### src/rtl/assert_macros.svh
// Assertion helpers shared by the tokenizer modules.
// Each expects clk_i and rst_ni in the enclosing scope.
`ifndef ASSERT_MACROS_SVH
`define ASSERT_MACROS_SVH

// Property that holds at every clock edge outside reset.
`define ST_ASSERT(lbl, prop, msg) \
  lbl: assert property (@(posedge clk_i) disable iff (!rst_ni) (prop)) else $error(msg);

// Condition that implies a consequence in the next cycle.
`define ST_ASSERT_NEXT(lbl, cond, cons, msg) \
  lbl: assert property (@(posedge clk_i) disable iff (!rst_ni) (cond) |=> (cons)) \
    else $error(msg);

`endif

### src/rtl/stok_pkg.sv
// ----------------------------------------------------------------------------
// stok_pkg
// Types, codes and character helpers shared by the source tokenizer.
// ----------------------------------------------------------------------------
package stok_pkg;

  localparam int unsigned MAX_TEXT = 65536;
  localparam logic [15:0] POS_LIMIT =
      (MAX_TEXT - 1 < 65535) ? 16'(MAX_TEXT - 1) : 16'hFFFF;
  localparam logic [15:0] CNT_MAX = 16'hFFFF;

  localparam int unsigned FIFO_DEPTH = 4;
  localparam int unsigned PTR_W = $clog2(FIFO_DEPTH);

  localparam logic [7:0] CH_NUL    = 8'h00;
  localparam logic [7:0] CH_NL     = 8'h0A;
  localparam logic [7:0] CH_SPACE  = " ";
  localparam logic [7:0] CH_PLUS   = "+";
  localparam logic [7:0] CH_MINUS  = "-";
  localparam logic [7:0] CH_COLON  = ":";
  localparam logic [7:0] CH_EQ     = "=";
  localparam logic [7:0] CH_GT     = ">";
  localparam logic [7:0] CH_SEMI   = ";";
  localparam logic [7:0] CH_LBRACE = "{";
  localparam logic [7:0] CH_RBRACE = "}";
  localparam logic [7:0] CH_LPAREN = "(";
  localparam logic [7:0] CH_RPAREN = ")";
  localparam logic [7:0] CH_LBRACK = "[";
  localparam logic [7:0] CH_RBRACK = "]";
  localparam logic [7:0] CH_UNDER  = "_";
  localparam logic [2:0] KW_LEN    = 3'd6;

  typedef enum logic [2:0] {
    M_IDLE, M_RECOVER, M_IDENT, M_INT, M_PLUS, M_MINUS, M_COLON
  } mode_e;

  typedef enum logic [4:0] {
    K_END, K_ERR, K_IDENT, K_RETURN, K_INT, K_PLUS, K_PLUSEQ, K_MINUS,
    K_ARROW, K_COLON, K_DCOLON, K_SEMI, K_LBRACE, K_RBRACE, K_LPAREN,
    K_RPAREN, K_LBRACK, K_RBRACK
  } kind_e;

  typedef enum logic [1:0] {
    E_NONE, E_UNEXPECTED, E_AFTER_IDENT, E_AFTER_INT
  } err_e;

  typedef struct packed {
    kind_e       kind;
    logic [15:0] start;
    logic [15:0] length;
    logic [15:0] line;
    logic [15:0] column;
    err_e        err;
    logic        had_errors;
    logic        last;
  } token_t;

  function automatic logic is_space(logic [7:0] b);
    return (b == CH_SPACE) || (b >= 8'd9 && b <= 8'd13);
  endfunction

  function automatic logic is_digit(logic [7:0] b);
    return b >= "0" && b <= "9";
  endfunction

  function automatic logic is_alpha(logic [7:0] b);
    return (b >= "a" && b <= "z") || (b >= "A" && b <= "Z");
  endfunction

  function automatic logic is_ident(logic [7:0] b);
    return is_alpha(b) || is_digit(b) || (b == CH_UNDER);
  endfunction

  // Character of the keyword "return" at a given position.
  function automatic logic [7:0] kw_char(logic [2:0] idx);
    logic [7:0] c;
    case (idx)
      3'd0: c = "r";
      3'd1: c = "e";
      3'd2: c = "t";
      3'd3: c = "u";
      3'd4: c = "r";
      3'd5: c = "n";
      default: c = CH_NUL;
    endcase
    return c;
  endfunction

  function automatic token_t make_tok(kind_e k, logic [15:0] s, logic [15:0] len,
                                      logic [15:0] ln, logic [15:0] col, err_e e,
                                      logic had);
    token_t t;
    t.kind       = k;
    t.start      = s;
    t.length     = len;
    t.line       = ln;
    t.column     = col;
    t.err        = e;
    t.had_errors = had;
    t.last       = 1'b0;
    return t;
  endfunction

endpackage

### src/rtl/stok_if.sv
// ----------------------------------------------------------------------------
// stok_if
// Handshake channels of the tokenizer: source bytes in, tokens out.
// ----------------------------------------------------------------------------
interface stok_byte_if;
  logic       valid;
  logic       ready;
  logic [7:0] text_byte;

  modport source (output valid, output text_byte, input ready);
  modport sink   (input valid, input text_byte, output ready);
endinterface

interface stok_tok_if;
  logic        valid;
  logic        ready;
  logic [4:0]  token_kind;
  logic [15:0] start_offset;
  logic [15:0] token_length;
  logic [15:0] start_line;
  logic [15:0] start_column;
  logic [1:0]  error_code;
  logic        text_had_errors;
  logic        last;

  modport source (output valid, output token_kind, output start_offset,
                  output token_length, output start_line, output start_column,
                  output error_code, output text_had_errors, output last,
                  input ready);
  modport sink   (input valid, input token_kind, input start_offset,
                  input token_length, input start_line, input start_column,
                  input error_code, input text_had_errors, input last,
                  output ready);
endinterface

### src/rtl/stok_fifo.sv
// ----------------------------------------------------------------------------
// stok_fifo
// Small token queue: takes up to two words per cycle, gives one per cycle.
// ----------------------------------------------------------------------------
`include "assert_macros.svh"

module stok_fifo (
  input  logic              clk_i,
  input  logic              rst_ni,
  input  logic [1:0]        push_cnt_i,
  input  stok_pkg::token_t  push0_i,
  input  stok_pkg::token_t  push1_i,
  input  logic              pop_i,
  output stok_pkg::token_t  head_o,
  output logic              valid_o,
  output logic              room_o
);
  import stok_pkg::*;

  token_t             mem_q [FIFO_DEPTH];
  logic [PTR_W-1:0]   wr_q, wr_d, rd_q, rd_d;
  logic [PTR_W:0]     count_q, count_d;
  logic [PTR_W-1:0]   wr_next;

  assign wr_next = wr_q + {{(PTR_W-1){1'b0}}, 1'b1};
  assign wr_d    = wr_q + PTR_W'(push_cnt_i);
  assign rd_d    = pop_i ? rd_q + {{(PTR_W-1){1'b0}}, 1'b1} : rd_q;
  assign count_d = count_q + (PTR_W+1)'(push_cnt_i) - (PTR_W+1)'(pop_i);

  assign head_o  = mem_q[rd_q];
  assign valid_o = count_q != '0;
  // leave space for the two words one byte may cause
  assign room_o  = count_q <= (PTR_W+1)'(FIFO_DEPTH - 2);

  always_ff @(posedge clk_i or negedge rst_ni) begin
    if (!rst_ni) begin
      wr_q    <= '0;
      rd_q    <= '0;
      count_q <= '0;
    end else begin
      wr_q    <= wr_d;
      rd_q    <= rd_d;
      count_q <= count_d;
    end
  end

  always_ff @(posedge clk_i) begin
    if (push_cnt_i != 2'd0) begin
      mem_q[wr_q] <= push0_i;
    end
    if (push_cnt_i == 2'd2) begin
      mem_q[wr_next] <= push1_i;
    end
  end

  `ST_ASSERT(a_count_bound, count_q <= (PTR_W+1)'(FIFO_DEPTH), "fifo count above depth")
  `ST_ASSERT(a_no_underflow, !pop_i || count_q != '0, "fifo popped while empty")
  `ST_ASSERT_NEXT(a_count_step, !pop_i, count_q == $past(count_q) + (PTR_W+1)'($past(push_cnt_i)), "fifo count mismatch")

endmodule

### src/rtl/source_tokenizer.sv
// ----------------------------------------------------------------------------
// source_tokenizer
// Streaming lexer: one source byte in per cycle, punctuator, identifier,
// keyword, integer, error and end tokens out with position information.
// ----------------------------------------------------------------------------
//   channel   dir   word
//   text_i    in    one source byte, 0 ends the text
//   token_o   out   one token: kind, offset, length, line, column, error info
//
// A byte is taken in any cycle the token queue has room for two words; its
// scan step updates the state registers at that edge and pushes zero, one
// or two tokens into a four-word queue, so one byte per cycle is sustained
// while the text averages at most one token per byte.
// The queue hands out one token per cycle; a stalled output holds its word
// and drops ready on the input once the queue has fewer than two free words.
// Reset puts the scanner in idle at offset 0, line 1, column 1.
// ----------------------------------------------------------------------------
`include "assert_macros.svh"

module source_tokenizer (
  input  logic       clk_i,
  input  logic       rst_ni,
  stok_byte_if.sink  text_i,
  stok_tok_if.source token_o
);
  import stok_pkg::*;

  // scanner state
  mode_e       mode_q, mode_d;
  logic [2:0]  kw_prog_q, kw_prog_d;
  logic        kw_alive_q, kw_alive_d;
  logic [15:0] pos_q, pos_d;
  logic [15:0] tok_start_q, tok_start_d;
  logic [15:0] line_q, line_d;
  logic [15:0] col_q, col_d;
  logic [15:0] tok_line_q, tok_line_d;
  logic [15:0] tok_col_q, tok_col_d;
  logic        err_seen_q, err_seen_d;

  logic [7:0]  b;
  logic        accept;
  logic [15:0] pos_adv, line_adv, col_adv;
  logic        do_adv, do_clear, go_idle;
  logic [1:0]  cnt;
  token_t      tok0, tok1;
  token_t      head;
  logic        fifo_valid, fifo_room;

  assign b      = text_i.text_byte;
  assign accept = text_i.valid && text_i.ready;

  // advanced position, saturating
  assign pos_adv  = (pos_q < POS_LIMIT) ? pos_q + 16'd1 : pos_q;
  assign line_adv = (b == CH_NL && line_q < CNT_MAX) ? line_q + 16'd1 : line_q;
  assign col_adv  = (b == CH_NL) ? 16'd1 : ((col_q < CNT_MAX) ? col_q + 16'd1 : col_q);

  always_comb begin
    token_t t_idle;
    logic   idle_push;
    kind_e  single;
    logic   is_single;
    mode_d      = mode_q;
    kw_prog_d   = kw_prog_q;
    kw_alive_d  = kw_alive_q;
    pos_d       = pos_q;
    tok_start_d = tok_start_q;
    line_d      = line_q;
    col_d       = col_q;
    tok_line_d  = tok_line_q;
    tok_col_d   = tok_col_q;
    err_seen_d  = err_seen_q;
    do_adv      = 1'b0;
    do_clear    = 1'b0;
    go_idle     = 1'b0;
    cnt         = 2'd0;
    tok0        = make_tok(K_END, pos_q, 16'd0, line_q, col_q, E_NONE, 1'b0);
    tok1        = tok0;
    t_idle      = tok0;
    idle_push   = 1'b0;
    single      = K_SEMI;
    is_single   = 1'b0;

    // finish or continue the pending token
    case (mode_q)
      M_PLUS, M_MINUS, M_COLON: begin
        mode_d = M_IDLE;
        cnt    = 2'd1;
        if ((mode_q == M_PLUS && b == CH_EQ) || (mode_q == M_MINUS && b == CH_GT) ||
            (mode_q == M_COLON && b == CH_COLON)) begin
          do_adv = 1'b1;
          tok0 = make_tok(mode_q == M_PLUS ? K_PLUSEQ : (mode_q == M_MINUS ? K_ARROW : K_DCOLON),
                          tok_start_q, pos_adv - tok_start_q, tok_line_q, tok_col_q,
                          E_NONE, 1'b0);
        end else begin
          go_idle = 1'b1;
          tok0 = make_tok(mode_q == M_PLUS ? K_PLUS : (mode_q == M_MINUS ? K_MINUS : K_COLON),
                          tok_start_q, pos_q - tok_start_q, tok_line_q, tok_col_q,
                          E_NONE, 1'b0);
        end
      end
      M_IDENT: begin
        if (is_ident(b)) begin
          // track an exact match of the keyword
          if (kw_alive_q && kw_prog_q < KW_LEN && b == kw_char(kw_prog_q)) begin
            kw_prog_d = kw_prog_q + 3'd1;
          end else begin
            kw_alive_d = 1'b0;
          end
          do_adv = 1'b1;
        end else begin
          cnt    = 2'd1;
          mode_d = M_IDLE;
          tok0   = make_tok((kw_alive_q && kw_prog_q == KW_LEN) ? K_RETURN : K_IDENT,
                            tok_start_q, pos_q - tok_start_q, tok_line_q, tok_col_q,
                            E_NONE, 1'b0);
          if (b[7]) begin
            cnt        = 2'd2;
            tok1       = make_tok(K_ERR, pos_q, 16'd0, line_q, col_q, E_AFTER_IDENT, 1'b0);
            err_seen_d = 1'b1;
            mode_d     = M_RECOVER;
            do_adv     = 1'b1;
          end else begin
            go_idle = 1'b1;
          end
        end
      end
      M_INT: begin
        if (is_digit(b)) begin
          do_adv = 1'b1;
        end else begin
          cnt    = 2'd1;
          mode_d = M_IDLE;
          tok0   = make_tok(K_INT, tok_start_q, pos_q - tok_start_q, tok_line_q, tok_col_q,
                            E_NONE, 1'b0);
          if (b[7] || is_alpha(b)) begin
            cnt        = 2'd2;
            tok1       = make_tok(K_ERR, pos_q, 16'd0, line_q, col_q, E_AFTER_INT, 1'b0);
            err_seen_d = 1'b1;
            mode_d     = M_RECOVER;
            do_adv     = 1'b1;
          end else begin
            go_idle = 1'b1;
          end
        end
      end
      M_RECOVER: begin
        // skip up to whitespace, a closing bracket or the end
        if (b == CH_NUL || is_space(b) || b == CH_RBRACE || b == CH_RPAREN ||
            b == CH_RBRACK) begin
          mode_d  = M_IDLE;
          go_idle = 1'b1;
        end else begin
          do_adv = 1'b1;
        end
      end
      default: begin
        mode_d  = M_IDLE;
        go_idle = 1'b1;
      end
    endcase

    case (b)
      CH_SEMI:   begin single = K_SEMI;   is_single = 1'b1; end
      CH_LBRACE: begin single = K_LBRACE; is_single = 1'b1; end
      CH_RBRACE: begin single = K_RBRACE; is_single = 1'b1; end
      CH_LPAREN: begin single = K_LPAREN; is_single = 1'b1; end
      CH_RPAREN: begin single = K_RPAREN; is_single = 1'b1; end
      CH_LBRACK: begin single = K_LBRACK; is_single = 1'b1; end
      CH_RBRACK: begin single = K_RBRACK; is_single = 1'b1; end
      default:   begin single = K_SEMI;   is_single = 1'b0; end
    endcase

    // the byte begins something new
    if (go_idle) begin
      if (b == CH_NUL) begin
        idle_push = 1'b1;
        t_idle    = make_tok(K_END, pos_q, 16'd0, line_q, col_q, E_NONE, err_seen_q);
        do_clear  = 1'b1;
      end else if (is_space(b)) begin
        do_adv = 1'b1;
      end else if (b == CH_PLUS || b == CH_MINUS || b == CH_COLON) begin
        tok_start_d = pos_q;
        tok_line_d  = line_q;
        tok_col_d   = col_q;
        mode_d      = (b == CH_PLUS) ? M_PLUS : ((b == CH_MINUS) ? M_MINUS : M_COLON);
        do_adv      = 1'b1;
      end else if (is_single) begin
        idle_push = 1'b1;
        t_idle    = make_tok(single, pos_q, pos_adv - pos_q, line_q, col_q, E_NONE, 1'b0);
        do_adv    = 1'b1;
      end else if (is_alpha(b) || b == CH_UNDER) begin
        tok_start_d = pos_q;
        tok_line_d  = line_q;
        tok_col_d   = col_q;
        mode_d      = M_IDENT;
        kw_alive_d  = (b == kw_char(3'd0));
        kw_prog_d   = (b == kw_char(3'd0)) ? 3'd1 : 3'd0;
        do_adv      = 1'b1;
      end else if (b >= "1" && b <= "9") begin
        tok_start_d = pos_q;
        tok_line_d  = line_q;
        tok_col_d   = col_q;
        mode_d      = M_INT;
        do_adv      = 1'b1;
      end else begin
        idle_push  = 1'b1;
        t_idle     = make_tok(K_ERR, pos_q, 16'd0, line_q, col_q, E_UNEXPECTED, 1'b0);
        err_seen_d = 1'b1;
        mode_d     = M_RECOVER;
        do_adv     = 1'b1;
      end
    end

    if (idle_push) begin
      if (cnt == 2'd0) begin
        tok0 = t_idle;
        cnt  = 2'd1;
      end else begin
        tok1 = t_idle;
        cnt  = 2'd2;
      end
    end

    // mark the final word of this byte
    tok0.last = (cnt == 2'd1);
    tok1.last = 1'b1;

    if (do_adv) begin
      pos_d  = pos_adv;
      line_d = line_adv;
      col_d  = col_adv;
    end

    // end of text: start afresh
    if (do_clear) begin
      mode_d      = M_IDLE;
      kw_prog_d   = 3'd0;
      kw_alive_d  = 1'b1;
      pos_d       = 16'd0;
      tok_start_d = 16'd0;
      line_d      = 16'd1;
      col_d       = 16'd1;
      tok_line_d  = 16'd1;
      tok_col_d   = 16'd1;
      err_seen_d  = 1'b0;
    end
  end

  always_ff @(posedge clk_i or negedge rst_ni) begin
    if (!rst_ni) begin
      mode_q      <= M_IDLE;
      kw_prog_q   <= 3'd0;
      kw_alive_q  <= 1'b1;
      pos_q       <= 16'd0;
      tok_start_q <= 16'd0;
      line_q      <= 16'd1;
      col_q       <= 16'd1;
      tok_line_q  <= 16'd1;
      tok_col_q   <= 16'd1;
      err_seen_q  <= 1'b0;
    end else if (accept) begin
      mode_q      <= mode_d;
      kw_prog_q   <= kw_prog_d;
      kw_alive_q  <= kw_alive_d;
      pos_q       <= pos_d;
      tok_start_q <= tok_start_d;
      line_q      <= line_d;
      col_q       <= col_d;
      tok_line_q  <= tok_line_d;
      tok_col_q   <= tok_col_d;
      err_seen_q  <= err_seen_d;
    end
  end

  stok_fifo u_fifo (
    .clk_i      (clk_i),
    .rst_ni     (rst_ni),
    .push_cnt_i (accept ? cnt : 2'd0),
    .push0_i    (tok0),
    .push1_i    (tok1),
    .pop_i      (token_o.valid && token_o.ready),
    .head_o     (head),
    .valid_o    (fifo_valid),
    .room_o     (fifo_room)
  );

  assign text_i.ready            = fifo_room;
  assign token_o.valid           = fifo_valid;
  assign token_o.token_kind      = head.kind;
  assign token_o.start_offset    = head.start;
  assign token_o.token_length    = head.length;
  assign token_o.start_line      = head.line;
  assign token_o.start_column    = head.column;
  assign token_o.error_code      = head.err;
  assign token_o.text_had_errors = head.had_errors;
  assign token_o.last            = head.last;

  `ST_ASSERT(a_err_only_on_error, !token_o.valid || token_o.token_kind == K_ERR || token_o.error_code == E_NONE, "error code on non-error token")
  `ST_ASSERT(a_had_only_on_end, !token_o.valid || token_o.token_kind == K_END || !token_o.text_had_errors, "error flag on non-end token")
  `ST_ASSERT_NEXT(a_end_clears, accept && b == CH_NUL, pos_q == 16'd0 && mode_q == M_IDLE && !err_seen_q, "state not cleared after end")

endmodule

### src/flat_wrapper.sv
// flat-port wrapper written by rule: the top's interface ports become plain ports
module source_tokenizer_flat import stok_pkg::*;
  (clk_i, rst_ni, text_i_valid, text_i_text_byte, text_i_ready, token_o_valid, token_o_token_kind, token_o_start_offset, token_o_token_length, token_o_start_line, token_o_start_column, token_o_error_code, token_o_text_had_errors, token_o_last, token_o_ready);
  stok_byte_if text_i_i ();
  stok_tok_if token_o_i ();
  input  logic clk_i;
  input  logic rst_ni;
  input wire logic [$bits(text_i_i.valid)-1:0] text_i_valid;
  input wire logic [$bits(text_i_i.text_byte)-1:0] text_i_text_byte;
  output wire logic [$bits(text_i_i.ready)-1:0] text_i_ready;
  output wire logic [$bits(token_o_i.valid)-1:0] token_o_valid;
  output wire logic [$bits(token_o_i.token_kind)-1:0] token_o_token_kind;
  output wire logic [$bits(token_o_i.start_offset)-1:0] token_o_start_offset;
  output wire logic [$bits(token_o_i.token_length)-1:0] token_o_token_length;
  output wire logic [$bits(token_o_i.start_line)-1:0] token_o_start_line;
  output wire logic [$bits(token_o_i.start_column)-1:0] token_o_start_column;
  output wire logic [$bits(token_o_i.error_code)-1:0] token_o_error_code;
  output wire logic [$bits(token_o_i.text_had_errors)-1:0] token_o_text_had_errors;
  output wire logic [$bits(token_o_i.last)-1:0] token_o_last;
  input wire logic [$bits(token_o_i.ready)-1:0] token_o_ready;
  assign text_i_i.valid = text_i_valid;
  assign text_i_i.text_byte = text_i_text_byte;
  assign text_i_ready = text_i_i.ready;
  assign token_o_valid = token_o_i.valid;
  assign token_o_token_kind = token_o_i.token_kind;
  assign token_o_start_offset = token_o_i.start_offset;
  assign token_o_token_length = token_o_i.token_length;
  assign token_o_start_line = token_o_i.start_line;
  assign token_o_start_column = token_o_i.start_column;
  assign token_o_error_code = token_o_i.error_code;
  assign token_o_text_had_errors = token_o_i.text_had_errors;
  assign token_o_last = token_o_i.last;
  assign token_o_i.ready = token_o_ready;
  source_tokenizer u_core (.clk_i(clk_i), .rst_ni(rst_ni), .text_i(text_i_i), .token_o(token_o_i));
endmodule
### config.mk
export PLATFORM = sky130hd
export DESIGN_NAME = source_tokenizer_flat
export DESIGN_NICKNAME = d
export VERILOG_FILES = /design/src/rtl/stok_pkg.sv /design/src/rtl/stok_if.sv /design/src/rtl/stok_fifo.sv /design/src/rtl/source_tokenizer.sv /design/src/flat_wrapper.sv
export VERILOG_INCLUDE_DIRS = /design/src /design/src/rtl
export SDC_FILE = /design/constraint.sdc
export NUM_CORES = 1
export LEC_CHECK = 0
export CORE_AREA = 8 8 211 213
export DETAILED_ROUTE_END_ITERATION = 10
export DIE_AREA = 0 0 219 221
export DONT_BUFFER_PORTS = 1
export GPL_ROUTABILITY_DRIVEN = 0
export GPL_TIMING_DRIVEN = 0
export PLACE_DENSITY = 0.75
export SETUP_SLACK_MARGIN = 0.05
export SYNTH_ARGS = -nofsm -noshare
export SYNTH_HDL_FRONTEND = slang
export SYNTH_SLANG_ARGS = --single-unit
### constraint.sdc
create_clock -name clk_i -period 8.33 [get_ports clk_i]
set_input_delay 0.833 -clock clk_i [delete_from_list [all_inputs] [get_ports clk_i]]
set_output_delay 0.833 -clock clk_i [all_outputs]
set_load 0.03 [all_outputs]
==> results.cfg, run 1 <==
[run_status]
status = finished clean

[clock_tree]
cts_inserted_buffers = 41
h-tree-depth = 2
clkLatencyLatePin_ns = 0.56
root_buffer = clkbuf_16
clk_pin_slew_ns = 0.06
cts_tree = built
cts.path.max_buffers = 3
cts_resized = 0
cts_sinks = 403

[min_path]
worstHoldPathType = in2async

[routing]
vias = 17500
routed_wl_mm = 65.4
drt_iter0_drc = 2317
wl_per_cell_um = 25.9
ant_nets = 0
drcViolationCount = 0
dr.pass1.iters = 6
vias_per_cell = 6.91

[critical_path]
critPathRequiredTime_ns = 8.59
r2r_start = u_core.pos_q[5]$_DFFE_PN0P_
path_class = reg2reg
reg2reg_slack_ns = 2.05
r2r_end = u_core.u_fifo.mem_q[1][51]$_DFFE_PP_
arrival_ns = 6.54
reg2reg_depth = 17
worstSetupEndpointType = register
cp_max_fo = 8
crit_path_start_kind = register

[global_routing]
grt_pass1_wl_mm = 99.0
gr-usage-all-layers_pct = 26.2
grt_pass1_vias = 16800
grt_antenna_before_repair = 0
grt_max_degree = 107
overflow = 0

[timing]
setup_slack_ns = 2.05
finalSetupViolations = 0
rsz0062_at_grt = false
fin_crit_ns = 6.28
hold_viol = 0
skew_ns = 0.0150
fin_setup_tns_ns = 0
finalMaxSlewViolations = 0
worst_slew_margin_rel_pct = 19.0
worst_pin_slew_ns = 1.21
period_share_pct = 75.4
max_freq_mhz = 159

[pwr]
ir_drop_uv = 182
p_per_area_nw_per_um2 = 344
total_power_mw = 8.41
p_leak_nw = 8.72

[synth]
synth_edf_count = 288
synth-main-ff-cell = edfxtp_1
synth_fp_nets = 1980
synth.most_common_cell = edfxtp_1
synth_seq_cells = 403
synthDistinctLibCells = 90
synth_cells = 1907
synth.area.top_cells = edfxtp_1 (39%), dfrtp_1 (12%), a22o_1 (7.9%), mux4_2 (7.4%), ha_1 (3.2%)
yosys.area.top_type = edfxtp_1
synth.top_cells.by_count = edfxtp_1 (288), a22o_1 (200), nand2_1 (169)
async_reset_ff_share_pct = 27.5
synth_top_area_share_pct = 38.9
synthesis.area_sq_um = 22200
ys_seq_area_share_pct = 51.8
ys_warn_count = 0
synth.avg_cell_area_sq_um = 11.7

[layout]
fin_area_sq_um = 24400
final_nets = 2028
num_antenna_cells = 0
syn_to_final_growth_pct = 9.89
drive_gt1_share_pct = 11.8

[floorplan]
dieArea_sq_um = 48400
core_area_sq_um = 41300
ios = 87
rows = 75
dieWidth_um = 219
start_util_pct = 53.9
die_h_um = 221

[run]
drv_cap = 0

[placement]
placed_area_sq_um = 23100
port_buffers = 0
place_ws_ns = 2.50
hpwlAfterDp_mm = 44.8
[per-layer routing]
layer / vias to the layer above / global-route usage, % / wire, um
met5: - / 0 / 0
met4: 0 / 11.4 / 3100
met3: 206 / 5.28 / 6600
met2: 1089 / 41.3 / 30300
met1: 8638 / 34.8 / 25400
li1: 7534 / - / -
[power breakdown]
group / switching, mW / internal, mW / total (mW)
Clock: 0.797 / 1.08 / 1.87
Sequential: 0.155 / 2.45 / 2.60
Combinational: 2.61 / 1.32 / 3.93
Total: 3.57 / 4.84 / 8.41
[cells by family after synthesis]
logic type | Yosys count | share of synthesized area [%]
AOI/OAI and AO/OA | 612 | 20.2
xor gates and xnor gates | 67 | 2.64
adders and majority gates | 61 | 3.57
buffers and inverters | 221 | 4.12
DFF | 403 | 51.8
muxes | 76 | 7.53
and+or+nand+nor | 467 | 10.2
[cell type report]
type,count,area [sq um]
Buffer,164,703
Clock buffer,56,1120
Clock inverter,20,226
Fill cell,3233,16800
Inverter,57,214
Multi-Input combinational cell,1283,9850
Sequential cell,403,11500
Tap cell,539,674
Timing Repair Buffer,5,138
[cell usage in the layout (no fill, tap or decap), drive strengths merged, types with 6 or more instances in the layout]
cell,synthesis,routed
xor2,26,26
a211oi,9,9
o21ai,100,100
o22ai,86,86
a31o,7,7
buf,74,79
nand4,16,16
ha,57,57
mux4,73,73
a22oi,7,7
dfrtp,106,106
and3,22,22
a31oi,15,15
clkinv,1,14
a21o,15,15
o221ai,6,6
nand3,32,32
nand2,170,170
a221oi,7,7
a22o,200,200
inv,56,57
a21oi,57,57
o31ai,27,27
edfxtp,288,288
clkbuf,90,146
nor2,111,111
or3,15,15
nor3,27,27
nand2b,16,16
o21a,21,21
and2,11,11
nor4,8,8
nor2b,10,10
xnor2,41,41
[critical path, stage by stage (launching register included)]
cell,delay (ns)
dfrtp_1,0.36
clkbuf_1,0.38
nand4_1,0.40
nor4_1,0.69
nand2_1,0.33
and3_1,0.28
clkbuf_1,0.17
nand4_1,0.14
xnor2_1,0.21
ha_1,0.34
a21oi_1,0.24
nand2_1,0.07
o21ai_0,0.49
nor2_1,0.12
o31ai_1,0.45
a2111oi_0,0.20
a221oi_1,0.86
o22ai_1,0.24
[how the worst max path moves through the flow]
stage,to,start,cells past startpoint
2_1_floorplan,u_core.u_fifo.mem_q[0][10]$_DFFE_PP_,text_i_text_byte[0],9
3_3_place_gp,u_core.u_fifo.mem_q[0][11]$_DFFE_PP_,text_i_text_byte[1],10
3_5_place_dp,u_core.u_fifo.mem_q[1][51]$_DFFE_PP_,u_core.pos_q[5]$_DFFE_PN0P_,17
4_1_cts,u_core.u_fifo.mem_q[1][51]$_DFFE_PP_,u_core.pos_q[5]$_DFFE_PN0P_,15
5_1_grt,u_core.u_fifo.mem_q[1][51]$_DFFE_PP_,u_core.pos_q[5]$_DFFE_PN0P_,15
6_report,u_core.u_fifo.mem_q[1][51]$_DFFE_PP_,u_core.pos_q[5]$_DFFE_PN0P_,17
[state kept, by name, indices dropped and copies added, names as in the netlist]
register and flops:
u_core.u_fifo.wr_q 2, u_core.tok_line_q 16, u_core.tok_start_q 16, u_core.pos_q 16, u_core.tok_col_q 16, u_core.line_q 16, u_core.kw_prog_q 3, u_core.col_q 16
u_core.u_fifo.mem_q 292, u_core.u_fifo.count_q 3, u_core.err_seen_q 1, u_core.kw_alive_q 1, u_core.mode_q 3, u_core.u_fifo.rd_q 2
[stage by stage]
stage	hold WS [ns]	util, %	std cells
after floorplan	0.435	-	1907
after global placement	0.441	55.5	2446
after detailed placement	0.454	55.9	2450
after CTS	0.0980	59.2	2527
after global routing	0.0943	59.2	2527
final	0.116	59.2	2527
[repair_timing]
action / CTS / global route
setup buffers: 0 / 0
hold buffers: 1 / 0
endpoints found under the hold margin: 106 / 0
Power figures use the tool's default switching activity.
==> run 2, diff against run 1 <==
Settings changed: PLACE_DENSITY 0.75 to 0.77.
Clock period 8.33 ns to 5.35 ns, I/O delays scaled along.
==> results.cfg, run 2 (synthesis gave the netlist of run 1 again) <==
[run_status]
status = finished clean

[layout]
syn_to_final_growth_pct = 10.4
fin_area_sq_um = 24600
drive_gt1_share_pct = 13.1
final_nets = 2039
final_common_cell = edfxtp_1
top_register = u_core.u_fifo.mem_q
num_antenna_cells = 0
layout_common_cells = edfxtp_1 (288), a22o_1 (200), nand2_1 (165)
largest_reg_flops = 292
fillCellCount = 3213

[critical_path]
crit_cells = 19
reg2reg_slack_ns = 0.22
crit_chain = ha_2 -> nand3_1 -> nor4_4 -> nand2_1 -> and3_1 -> clkbuf_1 -> and2_1 -> nand3_1 -> xnor2_1 -> ha_1 -> clkbuf_1 -> and3_1 -> a32o_1 -> o21bai_1 -> o41ai_1 -> xnor2_1 -> a222oi_1 -> buf_4 -> o22ai_1
critPathRequiredTime_ns = 5.61
path_class = reg2reg
r2r_start = u_core.pos_q[1]$_DFFE_PN0P_
reg2reg_depth = 19
r2r_end = u_core.u_fifo.mem_q[3][49]$_DFFE_PP_
slowest_delay_ns = 0.53
worstSetupEndpointType = register
crit_path_start_kind = register
critical_path.slowest_cell = dfrtp_2
worst-path-buf-inv = 3
arrival_ns = 5.39
cp_max_fo = 11
crit_family = simple AND/OR/NAND/NOR gates

[routing]
dr_wl_met3_mm = 7.83
top_layer = met4
vias = 17600
wl_per_cell_um = 26.0
wl_met1_mm = 24.3
drcViolationCount = 0
drt_iter0_drc = 2353
ant_nets = 0
wl_met2_mm = 30.7
dr.pass1.iters = 8
routed_wl_mm = 66.0
vias_per_cell = 6.93

[pwr]
p_per_area_nw_per_um2 = 536
p_leak_nw = 8.79
ir_drop_uv = 324
total_power_mw = 13.2

[run]
drv_cap = 0

[global_routing]
grt_pass1_vias = 17100
gr-usage-all-layers_pct = 26.2
overflow = 0
grt_antenna_before_repair = 0
grt_pass1_wl_mm = 99.2
grt_max_degree = 112

[clock_tree]
clkLatencyLatePin_ns = 0.56
cts_inserted_buffers = 42
cts.path.max_buffers = 3
cts_sinks = 403
root_buffer = clkbuf_16
h-tree-depth = 2
clk_pin_slew_ns = 0.06
cts_tree = built

[floorplan]
ios = 87
start_util_pct = 53.9
dieArea_sq_um = 48400
dieWidth_um = 219
core_area_sq_um = 41300
die_h_um = 221
rows = 75

[placement]
hpwlAfterDp_mm = 45.2
placed_area_sq_um = 23100
port_buffers = 0

[timing]
skew_ns = 0.0197
finalSetupViolations = 0
fin_crit_ns = 5.13
worst_pin_slew_ns = 1.24
period_share_pct = 96.0
worst_slew_margin_rel_pct = 17.2
finalMaxSlewViolations = 0
max_freq_mhz = 195
hold_viol = 0

[min_path]
worst_hold_path.num_cells = 3
worstHoldPathType = in2reg
hold-path-endpoint = u_core.kw_alive_q$_DFFE_PN1P_
worstHoldStart = text_i_text_byte[3]
-- run 2: changes by cell type in the layout (fill, tap and decap cells not counted), moves of 3 or more --
cell,delta
a221oi_1,-3
clkbuf_2,+6
clkbuf_1,-4
a221oi_2,+3
buf_4,+9
inv_6,+4
-- run 2: repair_timing --
item,in CTS,in global routing
hold buffers,2,0
setup buffers,2,7
setup endpoints to repair,24,30
hold endpoints to repair,111,0
resized for setup,5,20
pin swaps,1,3
-- run 2: worst register-to-register path, stage by stage, from the launching register on --
cell and delay (ns):
dfrtp_2 0.53, ha_2 0.32, nand3_1 0.22, nor4_4 0.31, nand2_1 0.25, and3_1 0.24
clkbuf_1 0.17, and2_1 0.24, nand3_1 0.14, xnor2_1 0.23, ha_1 0.30, clkbuf_1 0.19
and3_1 0.23, a32o_1 0.25, o21bai_1 0.19, o41ai_1 0.34, xnor2_1 0.12, a222oi_1 0.25
buf_4 0.23, o22ai_1 0.07
-- run 2: layout make-up --
class | count | area, sq um | area share [%]
sequential | 403 | 11500 | 46.9
multi-input combinational | 1283 | 9910 | 40.4
clock buffer | 58 | 1130 | 4.61
buffer | 164 | 711 | 2.89
tap | 539 | 674 | 2.75
inverter | 57 | 218 | 0.887
timing repair buffer | 15 | 215 | 0.876
clock inverter | 19 | 180 | 0.734
-- run 2: worst max path at each step --
stage / slack, ns / endpoint / start
after floorplan: 0.89 / u_core.u_fifo.mem_q[0][10]$_DFFE_PP_ / text_i_text_byte[0]
after CTS: 0.10 / u_core.u_fifo.mem_q[1][48]$_DFFE_PP_ / u_core.pos_q[6]$_DFFE_PN0P_
after detailed placement: -0.58 / u_core.u_fifo.mem_q[0][49]$_DFFE_PP_ / u_core.pos_q[6]$_DFFE_PN0P_
after global routing: -0.003 / u_core.u_fifo.mem_q[0][51]$_DFFE_PP_ / u_core.pos_q[1]$_DFFE_PN0P_
final: 0.22 / u_core.u_fifo.mem_q[3][49]$_DFFE_PP_ / u_core.pos_q[1]$_DFFE_PN0P_
after global placement: -1.26 / u_core.u_fifo.mem_q[0][16]$_DFFE_PP_ / text_i_text_byte[0]
-- run 2: report_power, final --
group / internal [mW] / switching, mW
Clock: 1.59 / 1.24
Combinational: 2.09 / 4.18
Sequential: 3.81 / 0.248
Total: 7.49 / 5.67
-- run 2: per-layer routing --
metal  track usage (%)  vias up
li1                  -     7543
met1              34.0     8628
met2              41.3     1220
met3              6.29      203
met4              12.1        0
met5                 0        -
-- run 2: metrics by stage --
stage / hold WS (ns) / cells / worst slack, ns / setup TNS [ns] / util (%)
after floorplan: 0.239 / 1907 / 0.890 / 0 / -
after global placement: 0.250 / 2446 / -1.26 / -275.63 / 55.5
after detailed placement: 0.249 / 2450 / -0.578 / -6.25 / 55.9
after CTS: 0.334 / 2531 / 0.103 / 0 / 59.2
after global routing: 0.340 / 2538 / -0.00272 / -0.00272 / 59.5
final: 0.372 / 2538 / 0.216 / 0 / 59.5
